<file path="config.mk">
export PLATFORM = sky130hd
export DESIGN_NAME = mbg_ctrl
export DESIGN_NICKNAME = d
export VERILOG_FILES = /design/src/hdl/mbg_pkg.sv /design/src/hdl/mbg_ctrl.sv
export SDC_FILE = /design/constraint.sdc
export NUM_CORES = 1
export LEC_CHECK = 0
export BUFFER_PORTS_ARGS = -buffer_cell sky130_fd_sc_hd__buf_4
export CAP_MARGIN = 20
export CORE_ASPECT_RATIO = 1.1
export CORE_MARGIN = 5
export CORE_UTILIZATION = 50
export DETAILED_ROUTE_END_ITERATION = 10
export PLACE_DENSITY = 0.77
export SLEW_MARGIN = 10
export SYNTH_ARGS = -nofsm -noshare
export SYNTH_HDL_FRONTEND = slang
export SYNTH_SLANG_ARGS = --single-unit
</file>
<file path="constraint.sdc">
create_clock -name clock -period 2.91 [get_ports clock]
set_input_delay 0 -clock clock [delete_from_list [all_inputs] [get_ports clock]]
set_output_delay 0 -clock clock [all_outputs]
set_load 0.01 [all_outputs]
</file>
<file path="src/hdl/mbg_pkg.sv">
// ============================================================================
// mbg_pkg
// Shared types, constants and helpers for the backtracking maze generator.
// ============================================================================
`default_nettype none

package mbg_pkg;

   localparam int MAX_COLUMNS = 64;
   localparam int MAX_ROWS    = 64;
   localparam int CELL_SLOTS  = 4096;
   localparam int CELL_W      = $clog2(CELL_SLOTS);
   localparam int DEPTH_W     = CELL_W + 1;
   localparam int DIM_W       = 7;
   localparam int WORD_W      = 5;   // {visited, walls[3:0]}

   localparam logic [1:0] CMD_START = 2'd0;
   localparam logic [1:0] CMD_STEP  = 2'd1;
   localparam logic [1:0] CMD_READ  = 2'd2;

   localparam logic [2:0] ST_CARVED      = 3'd0;
   localparam logic [2:0] ST_BACKTRACKED = 3'd1;
   localparam logic [2:0] ST_FINISHED    = 3'd2;
   localparam logic [2:0] ST_READ        = 3'd3;
   localparam logic [2:0] ST_STARTED     = 3'd4;

   localparam logic CSR_COLUMNS = 1'b0;
   localparam logic CSR_ROWS    = 1'b1;

   typedef struct packed {
      logic [1:0]  cmd;
      logic [15:0] random_value;
      logic [11:0] cell_index;
   } req_type;

   typedef struct packed {
      logic [2:0]  status;
      logic [11:0] from_cell;
      logic [11:0] to_cell;
      logic [3:0]  cell_walls;
      logic        done_res;
   } rsp_type;

   typedef struct packed {
      logic       load;
      logic       clr_en;
      logic       clr_mark;
      logic       rd_idx;
      logic       cur_load;
      logic       nb_rd;
      logic       pick;
      logic       wr_cur;
      logic       wr_nxt;
      logic       pop;
      logic       rsp_load;
      logic [2:0] rsp_status;
   } ctl_cmd_type;

   typedef struct packed {
      logic depth_zero;
      logic clr_last;
      logic div_done;
      logic nb_last;
      logic carve_ok;
   } dp_status_type;

   function automatic logic [DIM_W-1:0] clamp_dim(input logic [DIM_W-1:0] v,
                                                  input logic [DIM_W-1:0] maxv);
      logic [DIM_W-1:0] r;
      if (v == '0) begin
         r = DIM_W'(1);
      end else if (v > maxv) begin
         r = maxv;
      end else begin
         r = v;
      end
      return r;
   endfunction

   // 16-bit value modulo 3 by folding base-4 digits
   function automatic logic [1:0] mod3_16(input logic [15:0] v);
      logic [4:0] s;
      logic [2:0] t;
      logic [2:0] u;
      logic [1:0] r;
      s = 5'(v[1:0]) + 5'(v[3:2]) + 5'(v[5:4]) + 5'(v[7:6])
        + 5'(v[9:8]) + 5'(v[11:10]) + 5'(v[13:12]) + 5'(v[15:14]);
      t = 3'(s[1:0]) + 3'(s[3:2]) + 3'(s[4]);
      u = 3'(t[1:0]) + 3'(t[2]);
      if (u >= 3'd3) begin
         r = 2'(u - 3'd3);
      end else begin
         r = u[1:0];
      end
      return r;
   endfunction

endpackage

`default_nettype wire

</file>
<file path="src/hdl/mbg_ctrl.sv">
// ============================================================================
// mbg_ctrl
// Command sequencer: clear sweeps, step pass, wall read and responses.
// ============================================================================
`default_nettype none

module mbg_ctrl (
   input  wire logic                  clock,
   input  wire logic                  reset,
   input  wire logic                  start,
   input  wire logic [1:0]            req_cmd,
   input  wire mbg_pkg::dp_status_type status,
   output mbg_pkg::ctl_cmd_type       ctl,
   output logic                       busy
);

   import mbg_pkg::*;

   typedef enum logic [13:0] {
      S_IDLE      = 14'b00000000000001,
      S_CLR_RST   = 14'b00000000000010,
      S_CLR_START = 14'b00000000000100,
      S_CELL_RD   = 14'b00000000001000,
      S_RD_WAIT   = 14'b00000000010000,
      S_STK_RD    = 14'b00000000100000,
      S_CUR_LD    = 14'b00000001000000,
      S_DIV_WAIT  = 14'b00000010000000,
      S_NB_RD     = 14'b00000100000000,
      S_NB_WAIT   = 14'b00001000000000,
      S_PICK      = 14'b00010000000000,
      S_WR_CUR    = 14'b00100000000000,
      S_WR_NXT    = 14'b01000000000000,
      S_POP       = 14'b10000000000000
   } state_type;

   state_type state_ff, state_in;

   always_comb begin
      state_in = state_ff;
      ctl      = '0;
      unique case (state_ff)
         S_IDLE: begin
            if (start) begin
               ctl.load = 1'b1;
               unique case (req_cmd)
                  CMD_START: state_in = S_CLR_START;
                  CMD_STEP: begin
                     if (status.depth_zero) begin
                        ctl.rsp_load   = 1'b1;
                        ctl.rsp_status = ST_FINISHED;
                     end else begin
                        state_in = S_STK_RD;
                     end
                  end
                  CMD_READ: state_in = S_CELL_RD;
                  default:  state_in = S_IDLE;
               endcase
            end
         end
         S_CLR_RST: begin
            ctl.clr_en = 1'b1;
            if (status.clr_last) begin
               state_in = S_IDLE;
            end
         end
         S_CLR_START: begin
            ctl.clr_en   = 1'b1;
            ctl.clr_mark = 1'b1;
            if (status.clr_last) begin
               ctl.rsp_load   = 1'b1;
               ctl.rsp_status = ST_STARTED;
               state_in       = S_IDLE;
            end
         end
         S_CELL_RD: begin
            ctl.rd_idx = 1'b1;
            state_in   = S_RD_WAIT;
         end
         S_RD_WAIT: begin
            ctl.rsp_load   = 1'b1;
            ctl.rsp_status = ST_READ;
            state_in       = S_IDLE;
         end
         S_STK_RD: state_in = S_CUR_LD;
         S_CUR_LD: begin
            ctl.cur_load = 1'b1;
            state_in     = S_DIV_WAIT;
         end
         S_DIV_WAIT: begin
            if (status.div_done) begin
               state_in = S_NB_RD;
            end
         end
         S_NB_RD: begin
            ctl.nb_rd = 1'b1;
            if (status.nb_last) begin
               state_in = S_NB_WAIT;
            end
         end
         S_NB_WAIT: state_in = S_PICK;
         S_PICK: begin
            ctl.pick = 1'b1;
            state_in = status.carve_ok ? S_WR_CUR : S_POP;
         end
         S_WR_CUR: begin
            ctl.wr_cur = 1'b1;
            state_in   = S_WR_NXT;
         end
         S_WR_NXT: begin
            ctl.wr_nxt     = 1'b1;
            ctl.rsp_load   = 1'b1;
            ctl.rsp_status = ST_CARVED;
            state_in       = S_IDLE;
         end
         S_POP: begin
            ctl.pop        = 1'b1;
            ctl.rsp_load   = 1'b1;
            ctl.rsp_status = ST_BACKTRACKED;
            state_in       = S_IDLE;
         end
         default: state_in = S_IDLE;
      endcase
   end

   always_ff @(posedge clock) begin
      if (reset) begin
         state_ff <= S_CLR_RST;
      end else begin
         state_ff <= state_in;
      end
   end

   assign busy = (state_ff != S_IDLE);

endmodule

`default_nettype wire

</file>
# Word level (Yosys, flattened, before mapping)
# Cells that the tools add are included.
[classes] n_mux=24 reduce_logical=3 eq_ne=22
[ops] operator="one-hot mux 14 bit (10 select lines)" count=1
[ops] operator="2-to-1 mux 14 bit" count=6
[ops] operator="one-hot mux 14 bit (3 select lines)" count=1
[ops] operator="one-hot mux 4 bit (5 select lines)" count=1
[ops] operator="2-to-1 mux 4 bit" count=4
[ops] operator="== test 14 x 1 -> 1 bit (second input constant)" count=1
[ops] operator="== test 14 x 10 -> 1 bit (second input constant)" count=1
[ops] operator="== test 14 x 11 -> 1 bit (second input constant)" count=1
[ops] operator="== test 14 x 12 -> 1 bit (second input constant)" count=1
[ops] operator="== test 14 x 13 -> 1 bit (second input constant)" count=1
[ops] operator="== test 14 bit (second input constant)" count=1
[ops] operator="== test 14 x 2 -> 1 bit (second input constant)" count=1
[ops] operator="== test 14 x 3 -> 1 bit (second input constant)" count=1
[ops] operator="== test 14 x 4 -> 1 bit (second input constant)" count=1
[ops] operator="== test 14 x 5 -> 1 bit (second input constant)" count=1
[ops] operator="== test 14 x 6 -> 1 bit (second input constant)" count=1
[ops] operator="== test 14 x 7 -> 1 bit (second input constant)" count=1
[ops] operator="== test 14 x 8 -> 1 bit (second input constant)" count=1
[ops] operator="== test 14 x 9 -> 1 bit (second input constant)" count=1
[ops] operator="inequality test 14 x 1 -> 1 bit (second input constant)" count=1
[ops] operator="2-to-1 mux 1 bit" count=11
[ops] operator="inequality test 2 bit (second input constant)" count=3
[ops] operator="AND reduction 5 bit" count=1
[ops] operator="inequality test 3 bit (second input constant)" count=1
[ops] operator="5 further kinds" count=5
[word_totals] word_cells=50 register_bits=14 out_inout_bits=15 input_bits=10

# Longest topological paths before layout
# Gate-level depths: netlist of run 1.
[logic_depth] ltp_word=4 ltp_mapped=7 mapped_depth_nobuf=6

# Least setup slack after synthesis of run 1
# Ideal clock, no wire load.
[synth_timing] path_kind="register to register" from="register state_ff[0]" to="register state_ff[8]" slack_ns=0.679 arrival_time_ns=2.143 setup_ns=0.088 n_path_buf=1 required_ns=2.822 synth_period_minus_slack_ns=2.231 path_stages_with_launch=7 path_cell_list="dfxtp_1 > buf_2 > or4_1 > or3_1 > or3_4 > or3b_1 > o32ai_2"
[synth_between] elab_chain_len=4 word_cells_on_any_way=19 classes_between="eq/ne: 16; mux: 1; reduce/logical: 2"
[synth_lines] element="from (decl)" line_no="mbg_ctrl.sv:36" source="state_type state_ff, state_in;"
[synth_lines] element="from (signal assigned)" line_no="mbg_ctrl.sv:129" source="state_ff <= state_in;"
[synth_lines] element="== test 14 x 3 -> 1 bit or == test 14 x 2 -> 1 bit (tied branches)" line_no="mbg_ctrl.sv:41" source="unique case (state_ff)"
[synth_lines] element="OR reduction 2 bit (no line)"
[synth_lines] element="inequality test 2 x 1 -> 1 bit (no line)"
[synth_lines] element="AND reduction 5 bit (no line)"
# Several ways; a longest one is shown, not always the timed one.
# A chain may end at the register's enable or synchronous reset.

# Worst setup path after layout of run 1
[layout_timing] from="register state_ff[10]" to="register state_ff[3]"
# The elaborated chain is that of the path after synthesis.

==> results of run 1 <==
## layer usage
metal / up-vias / wire length [um] / GRT usage
li1: 478 / - / -
met1: 452 / 977 / 0.219
met2: 32 / 1250 / 0.324
met3: 2 / 135 / 0.0463
met4: 0 / 26 / 0.0809
met5: - / 0 / 0
## worst min-delay path by stage
stage                     slack (ns)            to  cells past startpoint       start
after floorplan                 0.08   state_ff[5]                      1  req_cmd[1]
final                           0.29       ctl[13]                      4       start
after global placement          0.17  state_ff[13]                      2   status[0]
after CTS                       0.29       ctl[13]                      4       start
after global routing            0.34       ctl[13]                      4       start
after detailed placement        0.18  state_ff[13]                      2   status[0]
## layout by cell type, fill, tap and decap left out, drive strengths merged
cell type | netlist | layout
o32ai | 1 | 1
nor4 | 5 | 5
clkbuf | 2 | 4
o21ai | 4 | 4
dfxtp | 14 | 14
xor2 | 1 | 1
a21bo | 1 | 1
and2 | 2 | 2
nor3b | 8 | 8
nor2 | 13 | 13
or2 | 1 | 1
xnor2 | 4 | 4
inv | 4 | 4
nor4b | 2 | 2
buf | 3 | 24
a21boi | 1 | 1
a311oi | 1 | 1
a21oi | 3 | 3
and3 | 1 | 1
dlygate4sd3 | 0 | 8
nand2 | 4 | 4
nand3b | 3 | 3
or3 | 5 | 5
a211oi | 1 | 1
or3b | 3 | 3
o211ai | 1 | 1
nand3 | 3 | 3
o31ai | 1 | 1
o2111ai | 1 | 1
nand4 | 1 | 1
or4 | 4 | 4
nand2b | 4 | 4
o221ai | 1 | 1
or4b | 3 | 3
a21o | 1 | 1
nor3 | 5 | 5
## power groups by stage
stage | registers, mW | logic, mW | clock network (mW)
finish | 0.205 | 0.0892 | 0.143
global route | 0.206 | 0.0990 | 0.157
CTS | 0.205 | 0.0875 | 0.146
detailed placement | 0.209 | 0.0806 | 0
global placement | 0.209 | 0.0793 | 0
floorplan | 0.203 | 0.0557 | 0
## kinds of logic (layout without fill, tap and decap cells)
logic type | Yosys count | after routing | share of synthesized area
AND/OR/NAND/NOR | 67 | 67 | 0.460
AO/OA/AOI/OAI | 17 | 17 | 0.139
flip-flops | 14 | 14 | 0.312
buffers and inverters | 9 | 40 | 0.0403
XOR/XNOR | 5 | 5 | 0.0487
## what timing repair did
| action | in CTS | in global routing |
|---|---|---|
| endpoints found under the hold margin | 11 | 0 |
| endpoints found under the setup margin | 0 | 1 |
| setup buffers | 0 | 0 |
| resized for setup | 0 | 2 |
| hold buffers | 8 | 0 |
## worst max-delay path: stages, from the launching register on
cell           delay [ns]
dfxtp_1              0.36
or4_1                0.68
nor2_1               0.18
or4b_1               0.55
nand3b_1             0.29
nor4_1               0.07
dlygate4sd3_1        0.55
## area by class of cell
| class | count | area (um^2) |
|---|---|---|
| flip-flops and latches | 14 | 280 |
| well taps | 18 | 22.5 |
| inverters | 4 | 15.0 |
| fillers | 148 | 538 |
| repair buffers | 32 | 260 |
| multi-input cells | 89 | 589 |
| clock buffers | 4 | 36.3 |
==> flow_summary.json, run 1 <==
{
  "status": "completed",
  "die_x_um": 50.4,
  "synth_area_per_cell_um2": 8.03,
  "path_clk_slew_ns": 0.09,
  "largest_reg_flops": 14,
  "cts-root-buf": "clkbuf_4",
  "ys_ff_latch": 14,
  "dp_worst_setup_slack_ns": 0.541,
  "yosys-top-cells-count": "14 x dfxtp_1, 13 x nor2_1, 8 x nor3b_1",
  "grt_setup_unrepaired": "no",
  "cp-start-kind": "flip-flop",
  "timing.max_cap.violations": 0,
  "rr_startpoint": "state_ff[10]",
  "worst_slew_pin_slew_ns": 0.439,
  "postPlaceCellArea_um2": 1080,
  "grt_pass1_wl_um": 3920,
  "hold_viol_final": 0,
  "drtAntennaViolNets": 0,
  "clock_latency_ns": 0.28,
  "seqPwrFrac": 0.469,
  "dieArea_um2": 2750,
  "core_um2": 1740,
  "worstPathArrival_ns": 2.95,
  "r2r_end": "state_ff[3]",
  "period_share": 0.954,
  "stdcell_count": 161,
  "grt_pass1_vias": 894,
  "path_max_fanout": 7,
  "synth_warnings": 0,
  "synth.largest_area_cell": "dfxtp_1",
  "routed_via_density": 5.99,
  "ir_worst_vdd_mv": 0.334,
  "area_delta_synth_final_pct": 33.8,
  "whs_ns": 0.292,
  "clockBufferDepth": 2,
  "antenna_found_initial": 0,
  "wl_per_cell_um": 14.8,
  "cp-startpoint": "state_ff[10]",
  "fin_setup_tns_ns": 0,
  "layout.nets": 154,
  "reg2regPathDepth": 6,
  "wl_um": 2390,
  "dr.pass1.iters": 5,
  "powerDensity_nw_per_um2": 363,
  "top_register": "state_ff",
  "clockPowerShare": 0.327,
  "die_h_um": 54.5,
  "setup_violations": 0,
  "n_antenna_cell": 0,
  "drt_iter0_markers": 20,
  "hp-class": "in -> out",
  "start_util": 0.517,
  "p_total_mw": 0.437,
  "synth_top_area_share": 0.312,
  "grt_usage": 0.187,
  "place.port_buffers": 24,
  "cts_tree": "done",
  "fmax_mhz": 360,
  "netlist_area_um2": 900,
  "numCtsBuffers": 3,
  "top_regs": "state_ff x14",
  "cts.sinks": 14,
  "power.switching_mw": 0.122,
  "place_congestion": 0.879,
  "critPathCapture": "state_ff[3]",
  "slew_headroom": 0.705,
  "dp_cells": 149,
  "utilization": 0.691,
  "cp-end-kind": "flip-flop",
  "synth_seq_area_share": 0.312,
  "synth.distinct_cells": 39,
  "sw_frac_of_total": 0.279,
  "worst_slack_ns": 0.134,
  "synth_edf_count": 0,
  "p_comb_frac": 0.204,
  "fin_area_um2": 1200,
  "syn-num-nets": 122,
  "slew_viol_final": 0,
  "synthTopCellsByArea": "dfxtp_1 31%, nor3b_1 6.7%, nor2_1 5.4%, xnor2_1 3.9%, nor4_1 3.5%",
  "drc": 0,
  "rows": 16,
  "dp_hpwl_um": 1770,
  "path_class": "reg -> reg",
  "drive_above_1_share": 0.259,
  "r2r_slack_ns": 0.13,
  "cellLeakagePower_nw": 0.505,
  "min_period_ns": 2.78,
  "netlist_instances": 112,
  "io_pins": 25,
  "ys.flop_type": "dfxtp_1",
  "skew_ns": 0.00405,
  "grt_overflow": 0,
  "dr_total_vias": 964,
  "p_int_mw": 0.315,
  "async_flop_share": 0,
  "required_ns": 3.09,
  "synth_most_common_cell": "dfxtp_1",
  "htree_levels": 1,
  "grt_max_degree": 12
}
Power figures use the tool's default switching activity.
==> run 2, diff against run 1 <==
- CORE_MARGIN: 5 -> 8
==> run 2 against run 1 <==
Effect of this change: die area rose by 24%; non-clock buffer count fell by 1; clock skew barely moved; register-to-register slack improved by 0.12 ns; via count rose by 3.1%; sequential share of layout area rose by 0.32 points; sequential power barely moved; global-route usage fell by 3.8 points; critical path depth did not move; wire length rose by 7.5%; power rose by 1.5%; clock-buffer cell count did not move.
==> flow_summary.json, run 2 (synthesis gave the netlist of run 1 again) <==
{
  "wl_um": 2570,
  "period_share": 0.918,
  "n_antenna_cell": 0,
  "clock_latency_ns": 0.30,
  "whs_ns": 0.286,
  "timing.max_cap.violations": 0,
  "start_util": 0.517,
  "numCtsBuffers": 3,
  "top_regs": "state_ff x14",
  "drive_above_1_share": 0.254,
  "grt_usage": 0.149,
  "cts-root-buf": "clkbuf_4",
  "worst_slew_pin_slew_ns": 0.678,
  "dp_hpwl_um": 1860,
  "hp-class": "in -> out",
  "powerDensity_nw_per_um2": 374,
  "antenna_found_initial": 0,
  "dr.pass1.iters": 4,
  "grt_setup_unrepaired": "no",
  "grt_max_degree": 12,
  "hold_viol_final": 0,
  "setup_violations": 0,
  "place.port_buffers": 24,
  "die_h_um": 60.5,
  "utilization": 0.682,
  "slew_headroom": 0.544,
  "dr_total_vias": 994,
  "post-cts-setup-buffer-count": 0,
  "htree_levels": 1,
  "rr_startpoint": "state_ff[10]",
  "io_pins": 25,
  "rows": 16,
  "fmax_mhz": 374,
  "final_common_cell": "buf_4",
  "drt_iter0_markers": 35,
  "whs_path_depth": 4,
  "cellLeakagePower_nw": 0.497,
  "hold_path_startpoint": "start",
  "dp_cells": 149,
  "area_delta_synth_final_pct": 32.0,
  "r2r_end": "state_ff[8]",
  "path_clk_slew_ns": 0.09,
  "final_cell_mix": "24 x buf_4, 14 x dfxtp_1, 13 x nor2_1",
  "fin_setup_tns_ns": 0,
  "die_x_um": 56.4,
  "reg2regPathDepth": 5,
  "ir_worst_vdd_mv": 0.269,
  "cts.sinks": 14,
  "path_max_fanout": 7,
  "nFillCells": 152,
  "slew_viol_final": 0,
  "skew_ns": 0.00453,
  "largest_reg_flops": 14,
  "grt_pass1_vias": 910,
  "required_ns": 2.91,
  "stdcell_count": 160,
  "place_congestion": 0.973,
  "status": "completed",
  "cp-end-kind": "primary output",
  "path_class": "reg -> out",
  "cp-start-kind": "flip-flop",
  "r2r_slack_ns": 0.25,
  "grt_pass1_wl_um": 4150,
  "drtAntennaViolNets": 0,
  "wl_per_cell_um": 16.1,
  "core_um2": 1740,
  "drc": 0,
  "clockBufferDepth": 2,
  "cts_tree": "done",
  "min_to": "ctl[13]",
  "min_period_ns": 2.67,
  "grt_overflow": 0,
  "top_register": "state_ff",
  "layout.nets": 153,
  "worstPathArrival_ns": 2.67,
  "routed_via_density": 6.21,
  "dieArea_um2": 3410
}
[run 2: per-layer routing]
layer / vias up / global-route usage / part of all wire
li1: 479 / - / -
met1: 469 / 0.176 / 0.41
met2: 44 / 0.265 / 0.52
met3: 2 / 0.0418 / 0.058
met4: 0 / 0.0309 / 0.0082
met5: - / 0 / 0
[run 2: area by class of cell]
class,count,area [um^2],area share
Tap cell,18,22.5,0.0190
Multi-Input combinational cell,89,583,0.491
Timing Repair Buffer,31,250,0.211
Sequential cell,14,280,0.236
Inverter,4,15.0,0.0126
Clock buffer,4,36.3,0.0306
[run 2: repair_timing]
| action | 4_1_cts | 5_1_grt |
|---|---|---|
| gates resized for setup | 0 | 0 |
| hold endpoints to repair | 11 | 0 |
| hold buffers | 7 | 0 |
[run 2: worst max path at each step]
stage,cells after the start,end,from
floorplan,6,state_ff[8],state_ff[0]
global placement,5,state_ff[8],state_ff[10]
detailed placement,5,state_ff[8],state_ff[10]
CTS,6,ctl[3],state_ff[10]
global route,6,ctl[3],state_ff[10]
finish,6,ctl[3],state_ff[10]
[run 2: report_power, final]
part	internal, mW	switching, mW	total (mW)
Sequential	0.196	0.00938	0.205
Combinational	0.0430	0.0464	0.0894
Clock	0.0764	0.0728	0.149
[run 2: worst max-delay path: stages (launching register included)]
cell and delay [ns]:
dfxtp_1 0.36, or4_1 0.66, or3_1 0.45, or4_1 0.54
o21ai_0 0.13, or3_1 0.13, buf_4 0.11
[run 2: stage by stage]
| step | area [um^2] | power (mW) | setup slack (ns) |
|---|---|---|---|
| 2_1_floorplan | 900 | 0.259 | 0.679 |
| 3_3_place_gp | 1080 | 0.289 | 0.585 |
| 3_5_place_dp | 1080 | 0.290 | 0.536 |
| 4_1_cts | 1190 | 0.441 | 0.244 |
| 5_1_grt | 1190 | 0.459 | 0.136 |
| 6_report | 1190 | 0.444 | 0.238 |
==> run 3, diff against run 2 <==
- CORE_UTILIZATION: 50 -> 45
- CTS_CLUSTER_DIAMETER: default -> 150
- PLACE_DENSITY: 0.77 -> 0.73
- clock period: 2.91 -> 2.3 ns (I/O delays scaled with it)
==> run 3 against run 2 <==
Effect of this change: wire length up 12%; sequential power grew 23%; global-route usage rose by 1.3 points.
==> flow_summary.json, run 3 (synthesis gave the netlist of run 1 again) <==
{
  "r2r_slack_ns": 0.02,
  "worstPathArrival_ns": 2.28,
  "cts-root-buf": "clkbuf_4",
  "wl_um": 2870,
  "cts_tree": "done",
  "clock_latency_ns": 0.31,
  "dr_total_vias": 1026,
  "drive_above_1_share": 0.429,
  "seqPwrFrac": 0.429,
  "grt_max_degree": 11,
  "core_um2": 1960,
  "critPathCapture": "ctl[3]",
  "dp_worst_setup_slack_ns": 0.0786,
  "worst_slack_ns": 0.0200,
  "slew_headroom": 0.650,
  "slew_viol_final": 0,
  "die_x_um": 58.6,
  "hold_viol_final": 0,
  "r2r_end": "state_ff[8]",
  "p_comb_frac": 0.247,
  "power.switching_mw": 0.170,
  "layout.nets": 167,
  "postPlaceCellArea_um2": 1180,
  "antenna_found_initial": 0,
  "grt_pass1_wl_um": 4680,
  "io_pins": 25,
  "dp_cells": 171,
  "met1_usage": 0.183,
  "slowest_stage": "or4_4",
  "n_antenna_cell": 0,
  "p_int_mw": 0.418,
  "dp_hpwl_um": 2030,
  "top_regs": "state_ff x14",
  "start_util": 0.460,
  "hp-class": "in -> out",
  "max_stage_delay_ns": 0.51,
  "worst_slew_pin_slew_ns": 0.519,
  "grt_most_used_layer": "met2",
  "sw_frac_of_total": 0.289,
  "cpMostUsedCell": "or4_4",
  "largest_reg_flops": 14,
  "grt_pass1_vias": 1021,
  "clockPowerShare": 0.324,
  "cellLeakagePower_nw": 0.588,
  "place.port_buffers": 24,
  "place_congestion": 1.04,
  "path_max_fanout": 5,
  "ir_worst_vdd_mv": 0.312,
  "grt_setup_unrepaired": "yes",
  "top_register": "state_ff",
  "area_delta_synth_final_pct": 52.3,
  "min_period_ns": 2.28,
  "htree_levels": 1,
  "cp-startpoint": "state_ff[11]",
  "cp-start-kind": "flip-flop",
  "fmax_mhz": 439,
  "nFillCells": 160,
  "clockBufferDepth": 2,
  "wl_per_cell_um": 15.6,
  "path_clk_slew_ns": 0.08,
  "period_share": 0.991,
  "reg2regPathDepth": 6,
  "grt_usage": 0.163,
  "die_h_um": 62.9,
  "powerDensity_nw_per_um2": 429,
  "skew_ns": 0.00623,
  "whs_ns": 0.317,
  "grt_overflow": 0,
  "drt_iter0_markers": 47,
  "setup_violations": 0,
  "drc": 0,
  "timing.max_cap.violations": 0,
  "p_total_mw": 0.588,
  "cts.sinks": 14,
  "stdcell_count": 184,
  "path_class": "reg -> out",
  "cp-end-kind": "primary output",
  "routed_via_density": 5.58,
  "dieArea_um2": 3690,
  "numCtsBuffers": 3,
  "status": "completed",
  "rr_startpoint": "state_ff[11]",
  "required_ns": 2.30,
  "dr.pass1.iters": 4,
  "cp_cell_sequence": "or4_4 -> or3_4 -> or4_4 -> o21ai_2 -> or3_1 -> buf_4",
  "grtUsageMet2": 0.267,
  "rows": 17,
  "final_cell_mix": "39 x buf_4, 13 x nor2_1, 10 x dfxtp_1",
  "fin_area_um2": 1370,
  "drtAntennaViolNets": 0,
  "final_common_cell": "buf_4",
  "use_met3": 0.0412
}
==> run 3: cell count changes in the layout (fill, tap and decap cells not counted), sizes merged <==
cell         delta
dlygate4sd3     -1
buf            +15
==> run 3: worst min-delay path by stage <==
stage | start | endpoint | slack (ns) | cells past startpoint
final | start | ctl[13] | 0.32 | 4
after global routing | start | ctl[13] | 0.35 | 4
after CTS | start | ctl[13] | 0.32 | 4
after detailed placement | status[0] | state_ff[13] | 0.18 | 2
after global placement | status[0] | state_ff[13] | 0.17 | 2
after floorplan | req_cmd[1] | state_ff[5] | 0.08 | 1
==> run 3: cell type report <==
| cell class | instances | area, um^2 | area share |
|---|---|---|---|
| Multi-Input combinational cell | 89 | 646 | 0.471 |
| Timing Repair Buffer | 45 | 353 | 0.258 |
| Sequential cell | 14 | 285 | 0.208 |
| Clock buffer | 4 | 36.3 | 0.0265 |
| Tap cell | 28 | 35.0 | 0.0256 |
| Inverter | 4 | 15.0 | 0.0110 |
==> run 3: per-layer routing <==
| layer | vias to the layer above | wire length (um) |
|---|---|---|
| met5 | - | 0 |
| met4 | 0 | 64 |
| met3 | 8 | 144 |
| met2 | 31 | 1460 |
| met1 | 482 | 1200 |
| li1 | 505 | - |
==> run 3: repair_timing <==
item	CTS	global route
setup buffers	1	2
setup endpoints to repair	4	4
pin swaps	2	3
gates resized for setup	15	3
hold buffers	6	0
endpoints found under the hold margin	11	0
==> run 3: worst max-delay path, delay by kind of cell, from the launching register on <==
family          cells  cell delay [ns]
flops               1             0.34
simple gates        4             1.45
compound gates      1             0.08
buf+inv             1             0.11
==> run 3: metrics by stage <==
stage / setup TNS [ns] / util
finish: 0 / 0.700
global placement: 0 / 0.605
global route: -0.129 / 0.700
detailed placement: 0 / 0.605
floorplan: 0 / -
CTS: -0.0124 / 0.689
==> run 3: power groups by stage <==
stage	Clock [mW]	Sequential [mW]	Combinational [mW]
after floorplan	0	0.257	0.0705
after global placement	0	0.257	0.121
after detailed placement	0	0.256	0.122
after CTS	0.193	0.251	0.141
after global routing	0.200	0.252	0.158
final	0.191	0.252	0.145
